## config.mk

```make
export PLATFORM = sky130hd
export DESIGN_NAME = task_slot_scheduler
export DESIGN_NICKNAME = d
export VERILOG_FILES = /design/src/rtl/tss_pkg.sv /design/src/rtl/task_slot_scheduler.sv /design/src/rtl/tss_ram.sv /design/src/rtl/tss_front.sv /design/src/rtl/tss_back.sv
export SDC_FILE = /design/constraint.sdc
export NUM_CORES = 2
export LEC_CHECK = 0
export BUFFER_PORTS_ARGS = -buffer_cell sky130_fd_sc_hd__buf_2
export CAP_MARGIN = 40
export CORE_ASPECT_RATIO = 0.6
export CORE_MARGIN = 2
export CORE_UTILIZATION = 34
export DETAILED_ROUTE_END_ITERATION = 10
export SLEW_MARGIN = 5
export SYNTH_ARGS = -nofsm -noshare
export SYNTH_HDL_FRONTEND = slang
export SYNTH_SLANG_ARGS = --single-unit
```

## constraint.sdc

```tcl
create_clock -name i_clk -period 9.7 [get_ports i_clk]
set_input_delay 0.97 -clock i_clk [delete_from_list [all_inputs] [get_ports i_clk]]
set_output_delay 0.97 -clock i_clk [all_outputs]
set_load 0.05 [all_outputs]
```

## src/rtl/tss_pkg.sv

```systemverilog
// Task slot scheduler package: phase, action and command codes, the queue
// entry and slot record layouts, and the back-end state encoding.
// No dependencies.
package tss_pkg;

    typedef enum logic [2:0] {
        PH_NEW     = 3'd0,
        PH_RUN     = 3'd1,
        PH_DELAY_T = 3'd2,
        PH_DELAY_C = 3'd3,
        PH_DELAY_M = 3'd4,
        PH_SLEEP   = 3'd5,
        PH_END     = 3'd6
    } t_phase;

    typedef enum logic [2:0] {
        ACT_INIT    = 3'd0,
        ACT_PAYLOAD = 3'd1,
        ACT_CLEAN   = 3'd2,
        ACT_DONE    = 3'd3,
        ACT_LOADED  = 3'd4,
        ACT_REFUSED = 3'd5,
        ACT_SET     = 3'd6
    } t_action;

    typedef enum logic [1:0] {
        K_TICK = 2'd0,
        K_LOAD = 2'd1,
        K_SET  = 2'd2
    } t_kind;

    localparam logic [1:0] FN_TICK = 2'd0;
    localparam logic [1:0] FN_LOAD = 2'd1;
    localparam logic [1:0] FN_SET  = 2'd2;

    localparam logic [2:0] NS_KEEP = 3'd7;

    typedef struct packed {
        t_kind       kind;
        logic [31:0] delta;
        logic [31:0] rt;
        logic [3:0]  tslot;
        logic        apply;
        logic [2:0]  nstate;
        logic [31:0] wval;
    } t_cmd;

    typedef struct packed {
        t_phase      phase;
        logic [31:0] wait_amt;
        logic [31:0] elapsed;
        logic [31:0] tid;
    } t_slot_rec;

    typedef enum logic [3:0] {
        ST_IDLE,
        ST_COUNT,
        ST_TICK_RD,
        ST_TICK_EX,
        ST_DONE,
        ST_LOAD_SCAN,
        ST_LOAD_FIN,
        ST_SET_RD,
        ST_SET_EX
    } t_bstate;

endpackage

```

## src/rtl/task_slot_scheduler.sv

```systemverilog
// Task slot scheduler top level: slot-count register over tss_front and tss_back.
// The back end runs one queued command at a time, waiting on output stalls:
// a tick walks the managed slots, a load scans for a free slot and a set-state
// reads the target slot. The two-entry queue takes two more transfers meanwhile.
// Reset clears control and occupancy and sets the id counter to one; the slot RAM
// is left as is.
module task_slot_scheduler #(
    parameter int TABLE_DEPTH = 16
) (
    input  logic        i_clk,
    input  logic        i_rst_n,
    input  logic        i_cfg_we,
    input  logic [4:0]  i_cfg_wdata,
    input  logic        i_in_valid,
    output logic        o_in_stall,
    input  logic [1:0]  i_func,
    input  logic [31:0] i_time_delta,
    input  logic [31:0] i_real_time,
    input  logic [3:0]  i_target_slot,
    input  logic [2:0]  i_new_state,
    input  logic [31:0] i_wait_value,
    output logic        o_out_valid,
    input  logic        i_out_stall,
    output logic [2:0]  o_action,
    output logic [3:0]  o_out_slot,
    output logic [31:0] o_task_id,
    output logic [31:0] o_elapsed,
    output logic [4:0]  o_occupied_count,
    output logic        o_last
);
    import tss_pkg::*;

    logic [4:0] r_slots_in_use;
    logic       w_q_valid;
    logic       w_q_pop;
    t_cmd       w_cmd;

    always_ff @(posedge i_clk) begin
        if (!i_rst_n) begin
            r_slots_in_use <= 5'd16;
        end else if (i_cfg_we) begin
            r_slots_in_use <= i_cfg_wdata;
        end
    end

    tss_front u_front (
        .i_clk         (i_clk),
        .i_rst_n       (i_rst_n),
        .i_in_valid    (i_in_valid),
        .o_in_stall    (o_in_stall),
        .i_func        (i_func),
        .i_time_delta  (i_time_delta),
        .i_real_time   (i_real_time),
        .i_target_slot (i_target_slot),
        .i_new_state   (i_new_state),
        .i_wait_value  (i_wait_value),
        .o_q_valid     (w_q_valid),
        .o_cmd         (w_cmd),
        .i_q_pop       (w_q_pop)
    );

    tss_back #(
        .TABLE_DEPTH (TABLE_DEPTH)
    ) u_back (
        .i_clk            (i_clk),
        .i_rst_n          (i_rst_n),
        .i_slots_in_use   (r_slots_in_use),
        .i_q_valid        (w_q_valid),
        .i_cmd            (w_cmd),
        .o_q_pop          (w_q_pop),
        .o_out_valid      (o_out_valid),
        .i_out_stall      (i_out_stall),
        .o_action         (o_action),
        .o_out_slot       (o_out_slot),
        .o_task_id        (o_task_id),
        .o_elapsed        (o_elapsed),
        .o_occupied_count (o_occupied_count),
        .o_last           (o_last)
    );

    a_pop_needs_entry: assert property (@(posedge i_clk) disable iff (!i_rst_n)
        w_q_pop |-> w_q_valid)
        else $error("queue popped while empty");

    a_loaded_id_nonzero: assert property (@(posedge i_clk) disable iff (!i_rst_n)
        (o_out_valid && o_action == ACT_LOADED) |-> (o_task_id != '0 && o_last))
        else $error("loaded task carries id zero or is not final");

    a_summary_zero: assert property (@(posedge i_clk) disable iff (!i_rst_n)
        (o_out_valid && (o_action == ACT_DONE || o_action == ACT_REFUSED))
        |-> (o_last && o_task_id == '0 && o_elapsed == '0 && o_out_slot == '0))
        else $error("tick done or refusal with non-zero payload");

    a_slot_results_not_last: assert property (@(posedge i_clk) disable iff (!i_rst_n)
        (o_out_valid && (o_action == ACT_INIT || o_action == ACT_PAYLOAD
                         || o_action == ACT_CLEAN)) |-> !o_last)
        else $error("per-slot tick result marked final");

endmodule

```

## src/rtl/tss_ram.sv

```systemverilog
// Generic single-port-write, single-port-read RAM with registered read data.
// No dependencies.
module tss_ram #(
    parameter int WIDTH = 8,
    parameter int DEPTH = 16
) (
    input  logic                                      i_clk,
    input  logic                                      i_we,
    input  logic [((DEPTH > 1) ? $clog2(DEPTH) : 1)-1:0] i_waddr,
    input  logic [WIDTH-1:0]                          i_wdata,
    input  logic [((DEPTH > 1) ? $clog2(DEPTH) : 1)-1:0] i_raddr,
    output logic [WIDTH-1:0]                          o_rdata
);
    logic [WIDTH-1:0] r_mem [DEPTH];
    logic [WIDTH-1:0] r_rdata;

    always_ff @(posedge i_clk) begin
        if (i_we) begin
            r_mem[i_waddr] <= i_wdata;
        end
        r_rdata <= r_mem[i_raddr];
    end

    assign o_rdata = r_rdata;

endmodule

```

## src/rtl/tss_front.sv

```systemverilog
// Task slot scheduler front end: classifies input items into commands and
// queues them two deep, dropping unknown codes. Depends on tss_pkg.
module tss_front (
    input  logic          i_clk,
    input  logic          i_rst_n,
    input  logic          i_in_valid,
    output logic          o_in_stall,
    input  logic [1:0]    i_func,
    input  logic [31:0]   i_time_delta,
    input  logic [31:0]   i_real_time,
    input  logic [3:0]    i_target_slot,
    input  logic [2:0]    i_new_state,
    input  logic [31:0]   i_wait_value,
    output logic          o_q_valid,
    output tss_pkg::t_cmd o_cmd,
    input  logic          i_q_pop
);
    import tss_pkg::*;

    t_cmd       r_ent [2];
    logic       r_wp;
    logic       r_rp;
    logic [1:0] r_cnt;
    t_cmd       w_cmd;
    logic       w_keep;
    logic       w_push;
    logic       w_pop;

    always_comb begin
        w_keep       = 1'b1;
        w_cmd.delta  = i_time_delta;
        w_cmd.rt     = i_real_time;
        w_cmd.tslot  = i_target_slot;
        w_cmd.nstate = i_new_state;
        w_cmd.apply  = (i_new_state != NS_KEEP);
        w_cmd.wval   = i_wait_value;
        unique case (i_func)
            FN_TICK: w_cmd.kind = K_TICK;
            FN_LOAD: w_cmd.kind = K_LOAD;
            FN_SET:  w_cmd.kind = K_SET;
            default: begin
                w_cmd.kind = K_TICK;
                w_keep     = 1'b0;
            end
        endcase
    end

    assign o_in_stall = (r_cnt == 2'd2);
    assign w_push     = i_in_valid && !o_in_stall && w_keep;
    assign w_pop      = i_q_pop && (r_cnt != 2'd0);
    assign o_q_valid  = (r_cnt != 2'd0);
    assign o_cmd      = r_ent[r_rp];

    always_ff @(posedge i_clk) begin
        if (!i_rst_n) begin
            r_wp  <= 1'b0;
            r_rp  <= 1'b0;
            r_cnt <= 2'd0;
        end else begin
            if (w_push) begin
                r_wp <= ~r_wp;
            end
            if (w_pop) begin
                r_rp <= ~r_rp;
            end
            r_cnt <= r_cnt + {1'b0, w_push} - {1'b0, w_pop};
        end
    end

    always_ff @(posedge i_clk) begin
        if (w_push) begin
            r_ent[r_wp] <= w_cmd;
        end
    end

endmodule

```

## src/rtl/tss_back.sv

```systemverilog
// Task slot scheduler back end: executes tick, load and set-state commands
// over the slot table and drives the result register. Depends on tss_pkg
// and tss_ram.
module tss_back #(
    parameter int TABLE_DEPTH = 16
) (
    input  logic          i_clk,
    input  logic          i_rst_n,
    input  logic [4:0]    i_slots_in_use,
    input  logic          i_q_valid,
    input  tss_pkg::t_cmd i_cmd,
    output logic          o_q_pop,
    output logic          o_out_valid,
    input  logic          i_out_stall,
    output logic [2:0]    o_action,
    output logic [3:0]    o_out_slot,
    output logic [31:0]   o_task_id,
    output logic [31:0]   o_elapsed,
    output logic [4:0]    o_occupied_count,
    output logic          o_last
);
    import tss_pkg::*;

    localparam int IW = (TABLE_DEPTH > 1) ? $clog2(TABLE_DEPTH) : 1;
    localparam int CW = ($clog2(TABLE_DEPTH + 1) > 5) ? $clog2(TABLE_DEPTH + 1) : 5;
    localparam logic [CW-1:0] NS = CW'(TABLE_DEPTH);

    t_bstate                r_state, n_state;
    t_cmd                   r_cmd, n_cmd;
    logic [CW-1:0]          r_idx, n_idx;
    logic [CW-1:0]          r_cnt, n_cnt;
    logic [CW-1:0]          r_busy_cnt, n_busy_cnt;
    logic [31:0]            r_id, n_id;
    logic [TABLE_DEPTH-1:0] r_busy, n_busy;
    logic [TABLE_DEPTH-1:0] r_endf, n_endf;
    logic                   r_out_valid, n_out_valid;
    t_action                r_act, n_act;
    logic [3:0]             r_oslot, n_oslot;
    logic [31:0]            r_tid, n_tid;
    logic [31:0]            r_el, n_el;
    logic [CW-1:0]          r_occ, n_occ;
    logic                   r_last, n_last;

    logic [CW-1:0]          w_cfg;
    logic [CW-1:0]          w_m;
    logic [CW-1:0]          w_tslot;
    logic [IW-1:0]          w_pos;
    logic [IW-1:0]          w_tpos;
    logic                   w_idx_end;
    logic                   w_out_free;
    logic                   w_set_ok;
    logic [31:0]            w_id_inc;

    logic                   ram_we;
    logic [IW-1:0]          ram_waddr;
    t_slot_rec              ram_wdata;
    logic [IW-1:0]          ram_raddr;
    t_slot_rec              w_rec;

    logic [32:0]            w_sum;
    logic [31:0]            w_sat;
    logic [31:0]            w_wsub;
    logic [31:0]            w_wdec;
    t_slot_rec              w_tick_rec;
    t_action                w_tick_act;
    logic                   w_emit;

    tss_ram #(
        .WIDTH ($bits(t_slot_rec)),
        .DEPTH (TABLE_DEPTH)
    ) u_slot_ram (
        .i_clk   (i_clk),
        .i_we    (ram_we),
        .i_waddr (ram_waddr),
        .i_wdata (ram_wdata),
        .i_raddr (ram_raddr),
        .o_rdata (w_rec)
    );

    assign w_cfg      = CW'(i_slots_in_use);
    assign w_m        = (w_cfg == '0) ? CW'(1) : ((w_cfg > NS) ? NS : w_cfg);
    assign w_tslot    = CW'(r_cmd.tslot);
    assign w_pos      = r_idx[IW-1:0];
    assign w_tpos     = w_tslot[IW-1:0];
    assign w_idx_end  = (r_idx >= w_m);
    assign w_out_free = !r_out_valid || !i_out_stall;
    assign w_set_ok   = (w_tslot < w_m) && r_busy[w_tpos];
    assign w_id_inc   = r_id + 32'd1;
    assign ram_raddr  = (r_cmd.kind == K_SET) ? w_tpos : w_pos;

    // per-slot tick step
    always_comb begin
        w_sum      = {1'b0, w_rec.elapsed} + {1'b0, r_cmd.delta};
        w_sat      = w_sum[32] ? '1 : w_sum[31:0];
        w_wsub     = (r_cmd.delta < w_rec.wait_amt) ? (w_rec.wait_amt - r_cmd.delta) : '0;
        w_wdec     = (w_rec.wait_amt != '0) ? (w_rec.wait_amt - 32'd1) : '0;
        w_tick_rec = w_rec;
        w_tick_rec.elapsed = w_sat;
        w_tick_act = ACT_DONE;
        w_emit     = 1'b0;
        unique case (w_rec.phase)
            PH_NEW: begin
                w_tick_rec.phase = PH_RUN;
                w_tick_act       = ACT_INIT;
                w_emit           = 1'b1;
            end
            PH_RUN: begin
                w_tick_rec.elapsed = '0;
                w_tick_act         = ACT_PAYLOAD;
                w_emit             = 1'b1;
            end
            PH_DELAY_T: begin
                w_tick_rec.wait_amt = w_wsub;
                if (w_wsub == '0) begin
                    w_tick_rec.phase = PH_RUN;
                end
            end
            PH_DELAY_C: begin
                w_tick_rec.wait_amt = w_wdec;
                if (w_wdec == '0) begin
                    w_tick_rec.phase = PH_RUN;
                end
            end
            PH_DELAY_M: begin
                if (r_cmd.rt >= w_rec.wait_amt) begin
                    w_tick_rec.phase = PH_RUN;
                end
            end
            PH_END: begin
                w_tick_rec = '0;
                w_tick_act = ACT_CLEAN;
                w_emit     = 1'b1;
            end
            default: begin
            end
        endcase
    end

    always_comb begin
        n_state = r_state;
        unique case (r_state)
            ST_IDLE: begin
                if (i_q_valid) begin
                    unique case (i_cmd.kind)
                        K_TICK:  n_state = ST_COUNT;
                        K_LOAD:  n_state = (r_busy_cnt >= w_m) ? ST_LOAD_FIN : ST_LOAD_SCAN;
                        K_SET:   n_state = ST_SET_RD;
                        default: n_state = ST_IDLE;
                    endcase
                end
            end
            ST_COUNT: begin
                if (w_idx_end) begin
                    n_state = ST_TICK_RD;
                end
            end
            ST_TICK_RD: begin
                priority if (w_idx_end) begin
                    n_state = ST_DONE;
                end else if (r_busy[w_pos]) begin
                    n_state = ST_TICK_EX;
                end
            end
            ST_TICK_EX: begin
                if (!w_emit || w_out_free) begin
                    n_state = ST_TICK_RD;
                end
            end
            ST_DONE: begin
                if (w_out_free) begin
                    n_state = ST_IDLE;
                end
            end
            ST_LOAD_SCAN: begin
                if (w_idx_end || !r_busy[w_pos]) begin
                    n_state = ST_LOAD_FIN;
                end
            end
            ST_LOAD_FIN: begin
                if (w_out_free) begin
                    n_state = ST_IDLE;
                end
            end
            ST_SET_RD: n_state = ST_SET_EX;
            ST_SET_EX: begin
                if (w_out_free) begin
                    n_state = ST_IDLE;
                end
            end
            default: n_state = ST_IDLE;
        endcase
    end

    always_comb begin
        n_cmd       = r_cmd;
        n_idx       = r_idx;
        n_cnt       = r_cnt;
        n_busy_cnt  = r_busy_cnt;
        n_id        = r_id;
        n_busy      = r_busy;
        n_endf      = r_endf;
        n_out_valid = w_out_free ? 1'b0 : r_out_valid;
        n_act       = r_act;
        n_oslot     = r_oslot;
        n_tid       = r_tid;
        n_el        = r_el;
        n_occ       = r_occ;
        n_last      = r_last;
        o_q_pop     = 1'b0;
        ram_we      = 1'b0;
        ram_waddr   = w_pos;
        ram_wdata   = w_tick_rec;
        unique case (r_state)
            ST_IDLE: begin
                if (i_q_valid) begin
                    o_q_pop = 1'b1;
                    n_cmd   = i_cmd;
                    n_cnt   = r_busy_cnt;
                    n_idx   = (i_cmd.kind == K_LOAD && r_busy_cnt >= w_m) ? w_m : '0;
                end
            end
            ST_COUNT: begin
                if (w_idx_end) begin
                    n_idx = '0;
                end else begin
                    if (r_endf[w_pos]) begin
                        n_cnt = r_cnt - CW'(1);
                    end
                    n_idx = r_idx + CW'(1);
                end
            end
            ST_TICK_RD: begin
                if (!w_idx_end && !r_busy[w_pos]) begin
                    n_idx = r_idx + CW'(1);
                end
            end
            ST_TICK_EX: begin
                if (!w_emit || w_out_free) begin
                    ram_we = 1'b1;
                    n_idx  = r_idx + CW'(1);
                    if (w_tick_act == ACT_CLEAN) begin
                        n_busy[w_pos] = 1'b0;
                        n_endf[w_pos] = 1'b0;
                        if (r_busy_cnt != '0) begin
                            n_busy_cnt = r_busy_cnt - CW'(1);
                        end
                    end
                    if (w_emit) begin
                        n_out_valid = 1'b1;
                        n_act       = w_tick_act;
                        n_oslot     = r_idx[3:0];
                        n_tid       = w_rec.tid;
                        n_el        = w_sat;
                        n_occ       = r_cnt;
                        n_last      = 1'b0;
                    end
                end
            end
            ST_DONE: begin
                if (w_out_free) begin
                    n_out_valid = 1'b1;
                    n_act       = ACT_DONE;
                    n_oslot     = '0;
                    n_tid       = '0;
                    n_el        = '0;
                    n_occ       = r_cnt;
                    n_last      = 1'b1;
                end
            end
            ST_LOAD_SCAN: begin
                if (!w_idx_end && r_busy[w_pos]) begin
                    n_idx = r_idx + CW'(1);
                end
            end
            ST_LOAD_FIN: begin
                if (w_out_free) begin
                    n_out_valid = 1'b1;
                    n_last      = 1'b1;
                    n_el        = '0;
                    if (!w_idx_end) begin
                        ram_we             = 1'b1;
                        ram_wdata.phase    = PH_NEW;
                        ram_wdata.wait_amt = '0;
                        ram_wdata.elapsed  = '0;
                        ram_wdata.tid      = r_id;
                        n_busy[w_pos]      = 1'b1;
                        n_endf[w_pos]      = 1'b0;
                        n_busy_cnt         = r_busy_cnt + CW'(1);
                        n_id               = (w_id_inc == '0) ? 32'd1 : w_id_inc;
                        n_act              = ACT_LOADED;
                        n_oslot            = r_idx[3:0];
                        n_tid              = r_id;
                        n_occ              = r_busy_cnt + CW'(1);
                    end else begin
                        n_act   = ACT_REFUSED;
                        n_oslot = '0;
                        n_tid   = '0;
                        n_occ   = r_busy_cnt;
                    end
                end
            end
            ST_SET_RD: begin
            end
            ST_SET_EX: begin
                if (w_out_free) begin
                    ram_waddr          = w_tpos;
                    ram_wdata.phase    = t_phase'(r_cmd.nstate);
                    ram_wdata.wait_amt = r_cmd.wval;
                    ram_wdata.elapsed  = w_rec.elapsed;
                    ram_wdata.tid      = w_rec.tid;
                    if (w_set_ok && r_cmd.apply) begin
                        ram_we         = 1'b1;
                        n_endf[w_tpos] = (t_phase'(r_cmd.nstate) == PH_END);
                    end
                    n_out_valid = 1'b1;
                    n_act       = ACT_SET;
                    n_oslot     = r_cmd.tslot;
                    n_tid       = w_set_ok ? w_rec.tid : '0;
                    n_el        = w_set_ok ? w_rec.elapsed : '0;
                    n_occ       = r_busy_cnt;
                    n_last      = 1'b1;
                end
            end
            default: begin
            end
        endcase
    end

    always_ff @(posedge i_clk) begin
        if (!i_rst_n) begin
            r_state     <= ST_IDLE;
            r_idx       <= '0;
            r_cnt       <= '0;
            r_busy_cnt  <= '0;
            r_id        <= 32'd1;
            r_busy      <= '0;
            r_endf      <= '0;
            r_out_valid <= 1'b0;
        end else begin
            r_state     <= n_state;
            r_idx       <= n_idx;
            r_cnt       <= n_cnt;
            r_busy_cnt  <= n_busy_cnt;
            r_id        <= n_id;
            r_busy      <= n_busy;
            r_endf      <= n_endf;
            r_out_valid <= n_out_valid;
        end
    end

    always_ff @(posedge i_clk) begin
        r_cmd   <= n_cmd;
        r_act   <= n_act;
        r_oslot <= n_oslot;
        r_tid   <= n_tid;
        r_el    <= n_el;
        r_occ   <= n_occ;
        r_last  <= n_last;
    end

    assign o_out_valid      = r_out_valid;
    assign o_action         = r_act;
    assign o_out_slot       = r_oslot;
    assign o_task_id        = r_tid;
    assign o_elapsed        = r_el;
    assign o_occupied_count = r_occ[4:0];
    assign o_last           = r_last;

endmodule
```

Word level (Yosys, flattened, before mapping)
Memory sizes are Yosys's and may differ from the RTL's. A register that Yosys moved wholly into a read port is not among the register bits.
Cells that the tools add are included.

word-level totals
  flip-flop bits (word level) = 276
  output and inout bits = 79
  input bits = 115
  memories = 2
  RAM bits = 1,796
  word-level logic and storage cells = 276

memories
  name                     words  width  rd ports  clocked after Yosys merged registers in  write ports  line             RTL
  u_back.u_slot_ram.r_mem  16     99     1         1                                        1            tss_ram.sv:14    logic [WIDTH-1:0] r_mem [DEPTH];
  u_front.r_ent            2      106    1         1                                        1            tss_front.sv:20  t_cmd r_ent [2];

cells by class
  multiplexer cells = 128
  add/subtract/negate cells = 10
  bitwise operators = 7
  equal/unequal tests = 41
  $lt $le $gt $ge = 10
  reduce and logical (&&, ||, !) cells = 53

operator list
  kind                                                    count
  2-to-1 mux 32 bit                                       17
  2-to-1 mux 99 bit                                       3
  case mux 99 bit (2 select lines)                        1
  case mux 32 bit (3 select lines)                        2
  2-to-1 mux 16 bit                                       10
  case mux 32 bit (4 select lines)                        1
  2-to-1 mux 5 bit                                        20
  zero test 32 bit                                        3
  2-to-1 mux 4 bit                                        15
  case mux 16 bit (3 select lines)                        1
  adder 32 x 32 -> 33 bit                                 1
  adder 32 x 1 -> 32 bit (second input constant)          1
  AND 16 bit                                              2
  >= comparator 32 bit                                    1
  less-than comparator 32 bit                             1
  inequality test 2 x 1 -> 1 bit (second input constant)  16
  case mux 16 bit (2 select lines)                        1
  nonzero test 32 bit                                     1
  subtractor 32 x 1 -> 32 bit (second input constant)     1
  subtractor 32 bit                                       1
  2-to-1 mux 1 bit                                        28
  case mux 4 bit (7 select lines)                         1
  case mux 5 bit (5 select lines)                         1
  2-to-1 mux 3 bit                                        8
  other kinds (57)                                        112

Longest topological paths before layout
  depth after elaboration = 11
  gate-level depth with buffers = 15
  gate-level depth less buffers = 14

Modules after synthesis
A second synthesis with hierarchy kept.

unflattened totals
  cells, all modules = 5,113
  area total of the unflattened synthesis = 88,830.2 um^2

by module, submodules not included
  module               sequential area each (um^2)  times used  cells each  area each (um^2)
  tss_ram              49,547.5                     1           2,534       61,208.7
  tss_back             7,176.9                      1           2,204       19,353.6
  tss_front            6,466.2                      1           359         8,077.7
  task_slot_scheduler  100.1                        1           16          190.2

Worst setup path after synthesis
No wires, ideal clock.

  path kind = register -> register
  start point = register u_back.r_state[3]
  end point = register u_back.r_cnt[0]
  cell stages (with the launch flop) = 7
  arrival = 10.080 ns
  buffers on the path = 0
  slack = -0.475 ns
  data required time = 9.606 ns
  setup time = 0.094 ns
  period minus slack after synthesis = 10.175 ns
  cell sequence = dfxtp_1 -> nor2_1 -> o21ai_0 -> nor3_1 -> a31oi_1 -> or3_1 -> a31oi_1

between the ends
  word-level cells in the longest chain between the ends = 3
  elaborated cells between the ends (all ways) = 8
  those cells by class = eq/ne: 4; mux: 1; reduce/logical: 3

ends and longest elaborated chain
  item                                                                    line             RTL
  start: declaration                                                      tss_back.sv:28   t_bstate r_state, n_state;
  start signal: assignment                                                tss_back.sv:340  r_state <= n_state;
  equality test 4 x 1 -> 1 bit / zero test 4 bit (equally long branches)  tss_back.sv:213  unique case (r_state)
  inequality test 2 bit (no line) (tied with other cells)                 -
  AND reduction 4 bit (no line)                                           -
  end signal: assignment                                                  tss_back.sv:342  r_cnt <= n_cnt;
  end: declaration                                                        tss_back.sv:31   logic [CW-1:0] r_cnt, n_cnt;

Parallel ways exist; a longest one is shown, timed or not.
A chain may end at the register's enable or synchronous reset.

Worst setup path in the final report
  start point = register r_slots_in_use[1]
  end point = memory u_back.u_slot_ram.r_mem[8][56] (netlist bit), enable pin

between the ends
  word-level cells in the longest chain between the ends = 11
  elaborated cells between the ends (all ways) = 15
  those cells by class = order compare: 3; mux: 9; reduce/logical: 3

ends and longest elaborated chain
  item                                        line                       RTL
  start: declaration                          task_slot_scheduler.sv:33  logic [4:0] r_slots_in_use;
  start signal: assignment                    task_slot_scheduler.sv:42  r_slots_in_use <= i_cfg_wdata;
  greater-than comparator 5 bit               tss_back.sv:81             assign w_m = (w_cfg == '0) ? CW'(1) : ((w_cfg > NS) ? NS : w_cfg);
  2-to-1 mux 5 bit                            tss_back.sv:81
  2-to-1 mux 5 bit (*)                        tss_back.sv:81
  less-than comparator 4 x 5 -> 1 bit         tss_back.sv:87             assign w_set_ok = (w_tslot < w_m) && r_busy[w_tpos];
  logical AND 1 bit                           tss_back.sv:87
  logical AND 1 bit                           tss_back.sv:311            if (w_set_ok && r_cmd.apply) begin
  2-to-1 mux 1 bit                            tss_back.sv:311
  2-to-1 mux 1 bit                            tss_back.sv:305            if (w_out_free) begin
  case mux 1 bit (3 select lines) (*)         tss_back.sv:213
  2-to-1 mux 1 bit (*)                        tss_ram.sv:18              if (i_we) begin
  2-to-1 mux 1 bit (implied by the code) (*)  tss_ram.sv:19              r_mem[i_waddr] <= i_wdata;
  end: declaration                            tss_ram.sv:14

Mark *: on every way between the ends. The rest lies on a longest branch, timed or not.

==> impl_metrics.tcl <==
set metrics [dict create \
    status "finished clean" \
    clk_latency_ps 890 \
    firstDrtPassIters 6 \
    routabilityCongestion 0.956 \
    slew_violations 0 \
    ys_seq_elements 2172 \
    power_density_mw_per_mm2 347 \
    start_util 0.343 \
    cts_sinks 2172 \
    cap_violations 0 \
    area_growth_syn_to_layout_pct 13.9 \
    critPathSlowestCell "nor2_4" \
    end_kind "register" \
    post_drt_wl_per_cell_um 27.3 \
    cts_tree "done" \
    cts_resized 0 \
    layout-drive-gt1-share 0.211 \
    synth-edff-count 1979 \
    max_stage_delay_ps 610 \
    synth_area_mm2 0.0894 \
    htreeDepth 4 \
    critPathKind "register to register" \
    setup_viol 0 \
    grt.total_usage 0.184 \
    post-route-min-period_ps 5020 \
    ys_async_sr_fraction 0 \
    dp.cells 8897 \
    drc 0 \
    syn_area_per_cell_um2 16.5 \
    cts_setup_buffers 0 \
    die_w_um 666 \
    die_h_um 401 \
    routed_via_density 5.56 \
    crit_chain "nor3_1, nor2_1, nor2_1, ha_1, nand2b_1, a21o_1, a21o_1, a21o_1, a211oi_4, buf_4, a311oi_1, nor2_1, o21ai_0, buf_4, nor2_4, buf_12" \
    clockBufferDepth 4 \
    pin_count 194 \
    post-dp-hpwl_mm 152 \
    ant_nets 0 \
    synth-seq-area-share 0.708 \
    holdBufCountCts 0 \
    final_nets 5890 \
    drt_iter0_drc 6639 \
    rsz0062_at_grt "false" \
    rows 145 \
    via_count 51451 \
    core_area_mm2 0.261 \
    hold_viol_final 0 \
    critPathMaxFanout 80 \
    yosys.area.top_type "edfxtp_1" \
    synthTopCellsByArea "edfxtp_1 66%, mux4_2 10%, dfxtp_1 4.3%" \
    grt_max_degree 149 \
    finClkSkew_ps 98.6 \
    hold_class "input port to register" \
    worstPathArrival_ps 5470 \
    grt_overflow_total 0 \
    port_buffers 193 \
    syn_inst 5411 \
    tns_ps 0 \
    clock.fmax_mhz 199 \
    grt_pass1_wl_mm 362 \
    dieArea_mm2 0.267 \
    layout_common_cells "1979 x edfxtp_1, 465 x nand2_1, 411 x mux4_2, 206 x buf_2, 205 x clkbuf_16" \
    antenna_found_initial 5 \
    final_common_cell "edfxtp_1" \
    crit_required_ps 10150 \
    diodes 0 \
    ys_types 86 \
    wl_mm 253 \
    fin_cells 9258 \
    p_leak_nw 33.5 \
    path_clk_slew_ps 70 \
    synth_ff_type "edfxtp_1" \
    maxSlewHeadroom 0.245 \
    yosysWarnings 0 \
    grt_pass1_vias 49563 \
    finalCritPeriodShare 0.517 \
    root_buffer "clkbuf_16" \
    numCtsBuffers 201 \
    synth.net_count 5654 \
    synth_top_area_frac 0.664 \
    vdd_ir_drop_max_mv 0.407 \
    cp-start-kind "register" \
    max_slew.worst_pin.slew_ps 1130 \
]
## state kept, by name (all words and copies together), names as in the netlist, 5 cells and up, named ones only
| register | cells |
|---|---|
| u_back.o_task_id | 32 |
| u_back.r_endf | 16 |
| u_back.r_busy_cnt | 5 |
| u_back.r_cmd | 102 |
| u_front.r_ent | 212 |
| u_back.u_slot_ram.o_rdata | 99 |
| u_back.o_occupied_count | 5 |
| u_back.r_id | 32 |
| u_back.r_idx | 5 |
| u_back.u_slot_ram.r_mem | 1584 |
| u_back.o_elapsed | 32 |
| r_slots_in_use | 5 |
| u_back.r_cnt | 5 |
## layout make-up
class,count,area (µm²)
sequential,2172,63300
timing repair buffer,348,2570
inverter,108,405
tap,3454,4320
fill,23653,159000
clock buffer,264,5530
multi-input combinational,2816,24800
clock inverter,96,942
## kinds of logic (layout without fill, tap and decap cells)
kind of cell | count (synthesis) | in the layout | share of synthesized area
mux | 546 | 546 | 0.120
simple gates | 1166 | 1166 | 0.0621
compound gates | 889 | 889 | 0.0656
fa+ha+maj | 128 | 128 | 0.0181
buf+inv | 423 | 816 | 0.0181
xor+xnor | 87 | 87 | 0.00852
flops | 2172 | 2172 | 0.708
## cell usage after synthesis (58+ instances only)
| cell | instances |
|---|---|
| edfxtp_1 | 1979 |
| nand2_1 | 466 |
| mux4_2 | 411 |
| clkbuf_1 | 236 |
| nor2_1 | 205 |
| o21ai_0 | 197 |
| dfxtp_1 | 193 |
| a21oi_1 | 147 |
| a31oi_1 | 132 |
| ha_1 | 126 |
| a211oi_1 | 116 |
| and2_1 | 111 |
| inv_1 | 107 |
| mux2_2 | 107 |
| nand3_1 | 105 |
| a22o_1 | 73 |
| xnor2_1 | 66 |
| buf_1 | 59 |
| nor3_1 | 58 |
## worst paths after layout
check | from | endpoint | slack [ps] | cells after the start
min | i_wait_value[25] | u_front.r_ent[0][25] | 290 | 1
max reg2reg | r_slots_in_use[1] | u_back.u_slot_ram.r_mem[8][56] | 4680 | 16
min reg2reg | u_back.r_endf[9] | u_back.r_endf[9] | 470 | 2
max | r_slots_in_use[1] | u_back.u_slot_ram.r_mem[8][56] | 4680 | 16
## critical path, delay by kind of cell (launching register included)
kind                     cells  cell delay (ps)
AO/OA/AOI/OAI                6             1020
buffers and inverters        3             1250
flip-flops                   1              410
AND/OR/NAND/NOR              6             1420
adder cells (fa/ha/maj)      1              280
## where the power goes
group / internal, mW / leakage (nW) / switching (mW)
Combinational: 4.49 / 10.9 / 8.67
Clock: 4.47 / 3.18 / 3.51
Sequential: 13.5 / 19.5 / 0.715
## routing by layer
metal  share of wire  global-route usage
met5        0.000051                   0
met4           0.018              0.0346
met3           0.094              0.0426
met2            0.44               0.272
met1            0.45               0.278
## through the flow
stage                     hold WS (ps)  area [µm²]   util  power, mW  setup slack, ps
after floorplan                    445       89500      -       22.4             2420
after global placement             452       94900  0.364       27.0             4270
after detailed placement           462       95400  0.366       27.4             4740
after CTS                          236      102000  0.390       35.4             4690
after global routing               251      102000  0.390       36.9             4430
final                              292      102000  0.390       35.4             4680
(Power assumes the default switching activity.)
